$ cat src/tipf_pkg.sv
// Shared widths, register codes and control types of the temporal pixel filter.
package tipf_pkg;

  localparam int unsigned MAX_PIXELS  = 131072;
  localparam int unsigned PIXEL_BITS  = 16;
  localparam int unsigned IDX_BITS    = $clog2(MAX_PIXELS);
  localparam int unsigned CNT_BITS    = $clog2(MAX_PIXELS + 1);
  localparam int unsigned GAIN_FRAC   = 16;
  localparam int unsigned GAIN_BITS   = GAIN_FRAC + 1;
  localparam int unsigned PG_BITS     = PIXEL_BITS + GAIN_BITS;
  localparam int unsigned ACC_BITS    = PG_BITS + 1;
  localparam int unsigned CFG_IDX_BITS  = 2;
  localparam int unsigned CFG_DATA_BITS = 18;

  localparam logic [GAIN_BITS-1:0] GAIN_ONE   = GAIN_BITS'(1 << GAIN_FRAC);
  localparam logic [GAIN_BITS-1:0] GAIN_RESET = GAIN_BITS'(1 << (GAIN_FRAC - 1));
  localparam logic [CFG_DATA_BITS-1:0] FRAME_RESET = CFG_DATA_BITS'(76800);
  localparam logic [CNT_BITS-1:0] MAX_COUNT = CNT_BITS'(MAX_PIXELS);

  localparam logic [CFG_IDX_BITS-1:0] CFG_GAIN         = CFG_IDX_BITS'(0);
  localparam logic [CFG_IDX_BITS-1:0] CFG_FRAME_PIXELS = CFG_IDX_BITS'(1);

  typedef struct packed {
    logic [IDX_BITS-1:0] idx;
    logic                last;
    logic                hv;
  } pix_ctl_t;

endpackage

$ cat src/tipf_seq.sv
// Configuration registers, raster position and history fill count of the pixel filter.
module tipf_seq (
  input  logic                                 clk_i,
  input  logic                                 rst_ni,
  input  logic                                 accept_i,
  input  logic                                 clear_i,
  input  logic                                 cfg_we_i,
  input  logic [tipf_pkg::CFG_IDX_BITS-1:0]    cfg_index_i,
  input  logic [tipf_pkg::CFG_DATA_BITS-1:0]   cfg_data_i,
  output tipf_pkg::pix_ctl_t                   ctl_o,
  output logic [tipf_pkg::GAIN_BITS-1:0]       gain_o
);

  logic [tipf_pkg::GAIN_BITS-1:0]     gain_q;
  logic [tipf_pkg::CFG_DATA_BITS-1:0] frame_q;
  logic [tipf_pkg::IDX_BITS-1:0]      pix_idx_q, pix_idx_d;
  logic [tipf_pkg::CNT_BITS-1:0]      fill_q, fill_d;
  logic [tipf_pkg::CNT_BITS-1:0]      frame_len, fill_eff;
  logic [tipf_pkg::IDX_BITS-1:0]      idx_raw, idx;
  logic [tipf_pkg::GAIN_BITS-1:0]     gain_wr;
  logic                               last, hv;

  always_comb begin
    if (frame_q == '0) begin
      frame_len = tipf_pkg::CNT_BITS'(1);
    end else if (tipf_pkg::CNT_BITS'(frame_q) > tipf_pkg::MAX_COUNT) begin
      frame_len = tipf_pkg::MAX_COUNT;
    end else begin
      frame_len = tipf_pkg::CNT_BITS'(frame_q);
    end
  end

  always_comb begin
    idx_raw  = clear_i ? '0 : pix_idx_q;
    fill_eff = clear_i ? '0 : fill_q;
    idx      = (tipf_pkg::CNT_BITS'(idx_raw) >= frame_len) ? '0 : idx_raw;
    last     = (tipf_pkg::CNT_BITS'(idx) == frame_len - tipf_pkg::CNT_BITS'(1));
    hv       = (tipf_pkg::CNT_BITS'(idx) < fill_eff);
    pix_idx_d = last ? '0 : idx + tipf_pkg::IDX_BITS'(1);
    fill_d    = hv ? fill_eff : tipf_pkg::CNT_BITS'(idx) + tipf_pkg::CNT_BITS'(1);
  end

  assign gain_wr = (cfg_data_i[tipf_pkg::GAIN_BITS-1:0] > tipf_pkg::GAIN_ONE) ?
                   tipf_pkg::GAIN_ONE : cfg_data_i[tipf_pkg::GAIN_BITS-1:0];

  always_ff @(posedge clk_i or negedge rst_ni) begin
    if (!rst_ni) begin
      gain_q    <= tipf_pkg::GAIN_RESET;
      frame_q   <= tipf_pkg::FRAME_RESET;
      pix_idx_q <= '0;
      fill_q    <= '0;
    end else if (cfg_we_i) begin
      if (cfg_index_i == tipf_pkg::CFG_GAIN) begin
        gain_q <= gain_wr;
      end else if (cfg_index_i == tipf_pkg::CFG_FRAME_PIXELS) begin
        if (cfg_data_i != frame_q) begin
          frame_q   <= cfg_data_i;
          pix_idx_q <= '0;
          fill_q    <= '0;
        end
      end
    end else if (accept_i) begin
      pix_idx_q <= pix_idx_d;
      fill_q    <= fill_d;
    end
  end

  assign ctl_o.idx  = idx;
  assign ctl_o.last = last;
  assign ctl_o.hv   = hv;
  assign gain_o     = gain_q;

endmodule
$ cat config.mk
export PLATFORM = sky130hd
export DESIGN_NAME = tipf_seq
export DESIGN_NICKNAME = d
export VERILOG_FILES = /design/src/tipf_pkg.sv /design/src/tipf_seq.sv
export SDC_FILE = /design/constraint.sdc
export NUM_CORES = 1
export LEC_CHECK = 0
export BUFFER_PORTS_ARGS = -buffer_cell sky130_fd_sc_hd__buf_2
export CAP_MARGIN = 20
export CORE_ASPECT_RATIO = 1.4
export CORE_UTILIZATION = 60
export DETAILED_ROUTE_END_ITERATION = 8
export GPL_TIMING_DRIVEN = 1
export PLACE_DENSITY = 0.79
export SLEW_MARGIN = 20
export SYNTH_ARGS = -nofsm -noshare
export SYNTH_HDL_FRONTEND = slang
export SYNTH_SLANG_ARGS = --single-unit
export TNS_END_PERCENT = 1
$ cat constraint.sdc
create_clock -name clk_i -period 13.1 [get_ports clk_i]
set_input_delay 0 -clock clk_i [delete_from_list [all_inputs] [get_ports clk_i]]
set_output_delay 0 -clock clk_i [all_outputs]
set_load 0.02 [all_outputs]
## Word-level counts from Yosys, hierarchy flattened

Cells that the tools add are included.

- Reductions and logical operators: 6
- Magnitude comparators: 4
- Bitwise operators: 1
- $add $sub $neg: 3
- Multiplexer cells: 18
- Eq/ne operators: 6

Operators by type and width:

| kind | count |
|---|---|
| 2-to-1 mux 18 bit | 9 |
| 2-to-1 mux 17 bit | 9 |
| adder 17 x 1 -> 18 bit (second input constant) | 1 |
| equality test 17 x 18 -> 1 bit | 1 |
| >= comparator 17 x 18 -> 1 bit | 1 |
| > comparator 18 bit (second input constant) | 1 |
| logical NOT 18 bit | 1 |
| < comparator 17 x 18 -> 1 bit | 1 |
| != test 18 bit | 1 |
| subtractor 18 x 1 -> 18 bit (second input constant) | 1 |
| adder 17 x 1 -> 17 bit (second input constant) | 1 |
| > comparator 17 bit (second input constant) | 1 |
| AND reduction 4 bit | 2 |
| != test 2 x 1 -> 1 bit (second input constant) | 2 |
| equality test 2 x 1 -> 1 bit (second input constant) | 1 |
| logical NOT 2 bit | 1 |
| != test 2 bit (second input constant) | 1 |
| AND reduction 2 bit | 1 |
| nonzero test 2 bit | 1 |
| NOT 1 bit | 1 |

- Input port bits: 25
- Output and inout port bits: 36
- Register bits: 70

## Longest topological paths before layout

Gate-level depths: netlist of run 1.

- Depth in word-level cells: 9
- Mapped depth: 27

## Worst setup path before layout of run 1

No wires, ideal clock.

- Path kind: flip-flop to flip-flop
- Start point: reg frame_q[9] in the netlist's numbering
- End point: reg fill_q[5] in the netlist's numbering
- Cell stages (with the launch flop): 28
- Clock period less this slack: 5050 ps
- Path slack: 8050 ps
- Arrival: 4972 ps
- Cell sequence: dfrtp_1 > buf_6 > nor4_1 > nand4_1 > nor2_1 > nor2_1 > nor2_1 > ha_1 > nand2b_1 > a21oi_1 > o221ai_1 > a221o_1 > nor2_2 > clkbuf_1 > and2_1 > ha_1 > a21o_1 > a21o_1 > a21oi_1 > nor2b_1 > o21ai_0 > a21oi_1 > a211o_1 > nand2_1 > a41o_1 > buf_2 > buf_2 > o2bb2ai_1

RTL lines:

| what | RTL line | source |
|---|---|---|
| start: declaration | tipf_seq.sv:15 | `logic [tipf_pkg::CFG_DATA_BITS-1:0] frame_q;` |
| start signal: assignment | tipf_seq.sv:49 | `frame_q <= tipf_pkg::FRAME_RESET;` |
| start signal: assignment | tipf_seq.sv:57 | `frame_q <= cfg_data_i;` |
| end signal: assignment | tipf_seq.sv:64 | `fill_q <= fill_d;` |
| end: declaration | tipf_seq.sv:17 | `logic [tipf_pkg::CNT_BITS-1:0] fill_q, fill_d;` |

## Worst setup path in the final report of run 1

- Start point: reg frame_q[9] in the netlist's numbering
- End point: reg fill_q[8] in the netlist's numbering

- Cells in the longest elaborated chain, start to end: 9
- Elaborated cells on any way between the ends: 14
- Classes of those cells: 1 x add/sub; 3 x order compare; 2 x eq/ne; 6 x mux; 2 x reduce/logical

RTL lines:

| what | RTL line | source |
|---|---|---|
| > comparator 18 bit | tipf_seq.sv:26 | `end else if (tipf_pkg::CNT_BITS'(frame_q) > tipf_pkg::MAX_COUNT) begin` |
| 2-to-1 mux 18 bit | tipf_seq.sv:26 |  |
| 2-to-1 mux 18 bit | tipf_seq.sv:24 | `if (frame_q == '0) begin` |
| >= comparator 17 x 18 -> 1 bit | tipf_seq.sv:36 | `idx = (tipf_pkg::CNT_BITS'(idx_raw) >= frame_len) ? '0 : idx_raw;` |
| 2-to-1 mux 17 bit | tipf_seq.sv:36 |  |
| adder 17 x 1 -> 18 bit / < comparator 17 x 18 -> 1 bit (equally long branches) | tipf_seq.sv:40, tipf_seq.sv:38 |  |
| 2-to-1 mux 18 bit | tipf_seq.sv:40 | `fill_d = hv ? fill_eff : tipf_pkg::CNT_BITS'(idx) + tipf_pkg::CNT_BITS'(1);` |
| 2-to-1 mux 18 bit | tipf_seq.sv:62 | `end else if (accept_i) begin` |
| 2-to-1 mux 18 bit | tipf_seq.sv:52 | `end else if (cfg_we_i) begin` |

Parallel ways exist; a longest one is shown, timed or not. The select of a mux whose other input is x is not followed.
A chain may end at the register's enable or synchronous reset.

==> qor.txt, run 1 <==
TritonRoute pass-1 iters = 7
final antenna-violating net count = 0
Initial Utilization = 62.31%
worst hold path depth = 2
Netlist cell types = 78
number of gates resized after cts = 0
final hold violations = 0
Setup Viol. Count Final = 0
routed via count divided by cell count = 6.408
global-route wire length before repair = 23390 µm
HPWL after detailed placement = 11160 µm
Sinks on Clock Net = 70
Relative slew margins = 33.29%
vias in the first global route = 4732
number of fill cells in the layout = 666
clock tree from TritonCTS = built
die outline area = 9380 µm²
clock insertion delay at the later pin of the skew report = 340 ps
Antenna Cells = 0
drt wl/cell = 19.47 µm
kind of end point of the critical path = register
setup slack on the worst flop-to-flop path = 7140 ps
layout overhead on the synthesized area = 14.33%
most common library cells after synthesis = nand2_1, dfrtp_1, nor2_1, ha_1, xnor2_1
Synth Instances = 607
post-route minimum period = 5961 ps
Max Cap Viol = 0
Hold/Removal Path Class = input pin to register
flops & latches, synth = 70
number of design-rule violations left by the first detailed-router iteration = 344
run status = finished clean
warnings from Yosys = 0
source of the worst register-to-register timing path = frame_q[9]$_DFFE_PN0P_
f_max = 0.1678 GHz
number of buffers inserted by port buffering = 60
number of nets in the finished design = 717
required time reported for the critical path endpoint = 13380 ps
number of primary I/O pins = 61
Net Count, Synth = 667
leading area contributor after synthesis = dfrtp_1
Critical R2R Capture = fill_q[8]$_DFFE_PN0P_
Seq/Total Area, Yosys = 32.58%
maximum number of pins on one net before global-route repair = 71
summed negative setup slack over all endpoints = 0 ps
maximum buffer depth of the clock tree = 2
area of the core region = 8658 µm²
post-detailed-route DRC marker count = 0
dominant cells by area after synthesis = dfrtp_1, ha_1, nand2_1
unrepaired setup endpoints after global routing = no
Post-synth EDFFs = 0
category of the worst setup path launch point = register
primary flip-flop cell chosen by synthesis mapping = dfrtp_1
final standard cell count with taps included and fillers excluded = 767
total clock buffers created by CTS = 9
Avg Inst Size Synth = 8.888 µm²
placer's final routability congestion estimate = 0.9887
cell-by-cell listing of the critical path = nor4_1 -> nand4_1 -> nor2_1 -> nor2_1 -> nor2_1 -> ha_1 -> nand2b_1 -> a21oi_1 -> o221ai_1 -> a221o_1 -> nor2_2 -> and2_1 -> ha_1 -> a21o_1 -> a21o_1 -> a21oi_1 -> nor2b_1 -> o21ai_0 -> a21oi_1 -> a211o_1 -> nand2_1 -> a41o_1 -> a22o_1
vertical extent of the die = 114.2 µm
total overflow reported by the global router = 0
skew final = 9.156 ps
horizontal die dimension = 82.14 µm
maximum vdd ir drop = 0.1196 mV
data arrival at the endpoint of the critical path = 6240 ps
proportion of synthesized flip-flops having asynchronous set or reset = 100.0%
CTS H-Tree Depth = 3
Final Routed Wirelength = 14930 µm
via count = 4915
worst-case reg-to-reg path depth = 23
transition time of the tightest slew-check pin = 1001 ps
aggregate global-route resource usage = 33.60%
most used standard cell by instance count after synthesis = nand2_1
Crit Path Category = register to register
total instance count after detailed placement = 733
Min-Delay Startpoint = cfg_data_i[16]
number of antenna violations at the first check in global routing = 0
share of post-route cells with drive strength above 1 = 20.54%
Root Buffer = clkbuf_16
std cell rows = 40
standby leakage power = 2.734 nW
CP max FO = 19
clock-pin slew of the registers on the worst-case setup and hold paths = 60 ps
share of the clock period used by the worst path = 45.50%
hold-critical path endpoint = gain_o[16]$_DFFE_PN0P_
post-synth top area share = 30.15%
count of pins over their slew limit = 0
post-synthesis instance area = 5395 µm²
critical path's largest stage delay = 600 ps
Crit-path slowest cell = a41o_1
total power density per cell area = 120.6 nW/µm²
-- power by group --
group	leakage, nW	switching (mW)	total (mW)	internal [mW]
sequential	0.912	0.0368	0.275	0.238
clock	0.162	0.0910	0.268	0.177
combinational	1.66	0.117	0.201	0.0838
total	2.73	0.245	0.744	0.499
-- cells in the final DEF, fill, tap and decap left out, types with 3 or more instances in the layout --
cell            n
o21ai_0        17
nand3b_1        3
a22o_1         17
nor3_1         16
o31ai_1         6
xnor2_1        25
nor2b_1        19
buf_2          60
nor2_1         38
nand4_1        17
ha_1           35
o211ai_1        7
clkbuf_16       9
o21ai_2        10
nand2b_1       11
a21oi_1        23
or4_4           3
xor2_1         14
or3_1           7
nor4_2          3
a21o_1          8
o2bb2ai_1      12
nand3_1        12
o21ai_1         3
dfrtp_1        65
mux2i_1         4
and2_1         11
nor4_1         13
nand2_1        78
or2_2           3
dfstp_2         5
mux2_2         17
dlygate4sd3_1  18
inv_1          16
-- cell families after synthesis --
logic type	share of synthesized area [%]
AND/OR/NAND/NOR	25.05
AO/OA/AOI/OAI	18.20
flip-flops	32.58
buffers and inverters	5.009
XOR/XNOR	6.749
adder cells (fa/ha/maj)	8.117
multiplexers	4.290
-- worst max-delay path by stage --
stage                           start  depth (start not counted)  slack, ps               endpoint
2_1_floorplan  frame_q[9]$_DFFE_PN0P_                         27       8050  fill_q[5]$_DFFE_PN0P_
6_report       frame_q[9]$_DFFE_PN0P_                         23       7140  fill_q[8]$_DFFE_PN0P_
3_3_place_gp   frame_q[9]$_DFFE_PN0P_                         23       7490  fill_q[8]$_DFFE_PN0P_
5_1_grt        frame_q[9]$_DFFE_PN0P_                         23       6770  fill_q[6]$_DFFE_PN0P_
4_1_cts        frame_q[9]$_DFFE_PN0P_                         23       7240  fill_q[6]$_DFFE_PN0P_
3_5_place_dp   frame_q[9]$_DFFE_PN0P_                         23       7280  fill_q[6]$_DFFE_PN0P_
-- area by class of cell --
type                       count  area, µm²  share of cell area, %
clock inverter                 5      81.33                  1.318
timing repair buffer          80      495.5                  8.032
sequential                    70       1758                  28.50
clock buffer                  11      252.7                  4.097
inverter                      17      63.81                  1.034
multi-input combinational    479       3386                  54.89
tap                          105      131.4                  2.130
-- critical path: cells and delay by family, from the launching register on --
kind	cells	cell delay (ps)
compound gates	11	2550
flops	1	470
fa+ha+maj	2	520
simple gates	10	2360
-- state kept, by name, indices dropped and copies added (netlist names) --
signal,count
frame_q,18
pix_idx_q,17
gain_o,17
fill_q,18
-- routing by layer --
metal  vias to the layer above  share of wire (%)  global-route usage, %
li1                       2293                  -                      -
met1                      2348                 38                  36.71
met2                       214                 50                  56.86
met3                        60                5.4                  4.223
met4                         0                6.7                  26.90
met5                         -                  0                      0
-- metrics by stage --
stage          total power, mW  instance area (µm²)  setup WS, ps  hold WS [ps]  util, %
2_1_floorplan           0.4183                 5395          8050        -295.6        -
3_3_place_gp            0.4660                 5643          7490         235.6    65.17
3_5_place_dp            0.4705                 5643          7277         243.6    65.17
4_1_cts                 0.7434                 6157          7239         25.99    71.11
5_1_grt                 0.7770                 6168          6767         69.48    71.24
6_report                0.7442                 6168          7139         35.84    71.24
-- repair_timing --
action                                 in CTS  in global routing
hold buffers                               18                  0
setup buffers                               0                  0
setup endpoints to repair                   0                  0
endpoints found under the hold margin      96                  0
No activity file was read; power rests on OpenSTA's default activity.
==> run 2, diff against run 1 <==
- clock period: 13.1 -> 5.77 ns (I/O delays scaled with it)
==> run 2 against run 1 <==
Clock skew is 2.1 ps lower. Design area grew 1.7%. Largest power group unchanged. Critical endpoint is now fill_q[16]$_DFFE_PN0P_. Hold slack got worse by 11 ps. Total power is 130% higher.
==> qor.txt, run 2 (synthesized netlist as in run 1, its figures left out) <==
largest registers = fill_q x18, frame_q x18
buffer and inverter count on the worst path = 2 (+2)
number of antenna violations at the first check in global routing = 0 (unchanged)
kind of end point of the critical path = register
family of cells with the greatest summed delay on the critical path = simple AND/OR/NAND/NOR gates
clock insertion delay at the later pin of the skew report = 340 ps (about the same)
Root Buffer = clkbuf_16
maximum number of pins on one net before global-route repair = 71 (unchanged)
commonest non-fill, non-tap cell in the layout = nand2_1
switching share of total power = 33.67% (+0.72 points)
data arrival at the endpoint of the critical path = 5540 ps (-700 ps)
final antenna-violating net count = 0 (unchanged)
number of fill cells in the layout = 671 (+0.75%)
TritonRoute pass-1 iters = 5 (-2)
routed via count divided by cell count = 6.423 (+0.24%)
vias in the first global route = 5095 (+7.7%)
Worst Hold Slack = 24.58 ps (-11.26 ps)
Most Frequent Cell on Critical Path = a21oi_1
Initial Utilization = 62.31% (unchanged)
post-detailed-route DRC marker count = 0 (unchanged)
number of design-rule violations left by the first detailed-router iteration = 387 (+13%)
clock share of power = 35.1% (-0.9 points)
number of primary I/O pins = 61 (unchanged)
category of the worst setup path launch point = register
total overflow reported by the global router = 0 (unchanged)
final standard cell area without fillers = 6275 µm² (+1.7%)
post-CTS setup buffers = 0 (unchanged)
critical path's largest stage delay = 470 ps (-130 ps)
aggregate global-route resource usage = 36.25% (+2.6 points)
global-route wire length before repair = 25290 µm (+8.1%)
Relative slew margins = 34.43% (+1.1 points)
Setup Viol. Count Final = 0 (unchanged)
placer's final routability congestion estimate = 1.009 (+2.1%)
horizontal die dimension = 82.14 µm (unchanged)
Final Routed Wirelength = 15830 µm (+6.0%)
placed cell areas = 5756 µm² (+2.0%)
Antenna Cells = 0 (unchanged)
sequential group share of total power = 35.1% (-1.9 points)
number of buffers inserted by port buffering = 60 (unchanged)
summed negative setup slack over all endpoints = 0 ps (unchanged)
internal power contribution = 1.138 mW (+130%)
clock tree from TritonCTS = built
required time reported for the critical path endpoint = 5990 ps (-7390 ps)
smallest setup slack after layout = 443.7 ps (-6695 ps)
uppermost metal layer occupied by signal nets = met4
unrepaired setup endpoints after global routing = no
via count = 5023 (+2.2%)
clock-pin slew of the registers on the worst-case setup and hold paths = 60 ps (about the same)
Max Cap Viol = 0 (unchanged)
vertical extent of the die = 114.2 µm (unchanged)
number of nets in the finished design = 732 (+2.1%)
share of the clock period used by the worst path = 92.31% (+47 points)
maximum buffer depth of the clock tree = 2 (unchanged)
Crit-path slowest cell = dfrtp_1
Hold/Removal Path Class = input pin to register
maximum vdd ir drop = 0.2371 mV (+98%)
drt wl/cell = 20.24 µm (+4.0%)
CTS H-Tree Depth = 3 (unchanged)
share of post-route cells with drive strength above 1 = 22.60% (+2.1 points)
part of the total power dissipated in combinational logic = 29.8% (+2.7 points)
transition time of the tightest slew-check pin = 983.5 ps (-17.18 ps)
std cell rows = 40 (unchanged)
Crit Path Category = register to register
cell-by-cell listing of the critical path = nor4_1 -> nand4_1 -> nor2_1 -> nor2_1 -> nor2_1 -> ha_1 -> nand2b_1 -> a21oi_1 -> o221ai_1 -> a221o_1 -> nor2_2 -> buf_4 -> nand2_1 -> inv_1 -> ha_1 -> a21o_1 -> a21oi_1 -> nor2b_1 -> o21ai_0 -> a21oi_1 -> nor2b_1 -> a21oi_1 -> nand2b_2 -> o2bb2ai_1
CP max FO = 12 (-7)
total clock buffers created by CTS = 9 (unchanged)
met1 routed wirelength after detailed routing = 5822 µm (+3.4%)
run status = finished clean
met2 wire length = 8115 µm (+8.3%)
total power density per cell area = 273.5 nW/µm² (+130%)
area of the core region = 8658 µm² (unchanged)
commonest cells after routing, fill and taps aside = nand2_1, dfrtp_1, buf_2, nor2_1, ha_1
standby leakage power = 2.799 nW (+2.4%)
final hold violations = 0 (unchanged)
met3 wire length = 819 µm (+1.1%)
die outline area = 9380 µm² (unchanged)
count of pins over their slew limit = 0 (unchanged)
layout overhead on the synthesized area = 16.30%
dpl ws = 376.2 ps (-6901 ps)
P_sw = 578.0 µW (+140%)
f_max = 0.1877 GHz (+12%)
post-route minimum period = 5326 ps (-634.6 ps)
skew final = 7.040 ps (-2.116 ps)
HPWL after detailed placement = 11750 µm (+5.3%)
Sinks on Clock Net = 70 (unchanged)
-- run 2: repair_timing --
item                                    4_1_cts  5_1_grt
resized for setup                             0        2
endpoints found under the setup margin        0       18
endpoints found under the hold margin        98        0
hold buffers                                 18        0
-- run 2: final timing paths --
check	start	to	slack [ps]	cells after the start
min	cfg_data_i[16]	gain_o[16]$_DFFE_PN0P_	20	2
max	frame_q[9]$_DFFE_PN0P_	fill_q[16]$_DFFE_PN0P_	440	24
max in group asynchronous	rst_ni	fill_q[8]$_DFFE_PN0P_	4790	3
min in group asynchronous	rst_ni	pix_idx_q[14]$_DFFE_PN0P_	410	3
max reg2reg	frame_q[9]$_DFFE_PN0P_	fill_q[16]$_DFFE_PN0P_	440	24
min reg2reg	gain_o[1]$_DFFE_PN0P_	gain_o[1]$_DFFE_PN0P_	480	2
-- run 2: power groups by stage --
stage | Sequential [mW] | Clock, mW | Combinational [mW]
final | 0.603 | 0.602 | 0.512
after global routing | 0.609 | 0.625 | 0.558
after CTS | 0.601 | 0.604 | 0.502
after detailed placement | 0.609 | 0 | 0.489
after global placement | 0.605 | 0 | 0.478
after floorplan | 0.598 | 0 | 0.352
-- run 2: per-layer routing --
| metal | vias up | track usage [%] |
|---|---|---|
| met3 | 69 | 7.012 |
| met1 | 2414 | 37.79 |
| met5 | - | 0 |
| met4 | 0 | 27.13 |
| met2 | 213 | 62.48 |
| li1 | 2327 | - |
-- run 2: cell type report --
cell class	count	area, µm²	share of cell area, %
Timing Repair Buffer	95	608.1	9.691
Clock buffer	10	239.0	3.809
Inverter	17	63.81	1.017
Multi-Input combinational cell	479	3390	54.02
Sequential cell	70	1758	28.02
Tap cell	105	131.4	2.094
Clock inverter	6	85.08	1.356
-- run 2: metrics by stage --
| step | utilization, % | total power [mW] | std cells |
|---|---|---|---|
| after floorplan | - | 0.9497 | 607 |
| after global placement | 66.47 | 1.083 | 748 |
| after detailed placement | 66.47 | 1.098 | 748 |
| after CTS | 72.30 | 1.707 | 782 |
| after global routing | 72.47 | 1.791 | 782 |
| final | 72.47 | 1.716 | 782 |
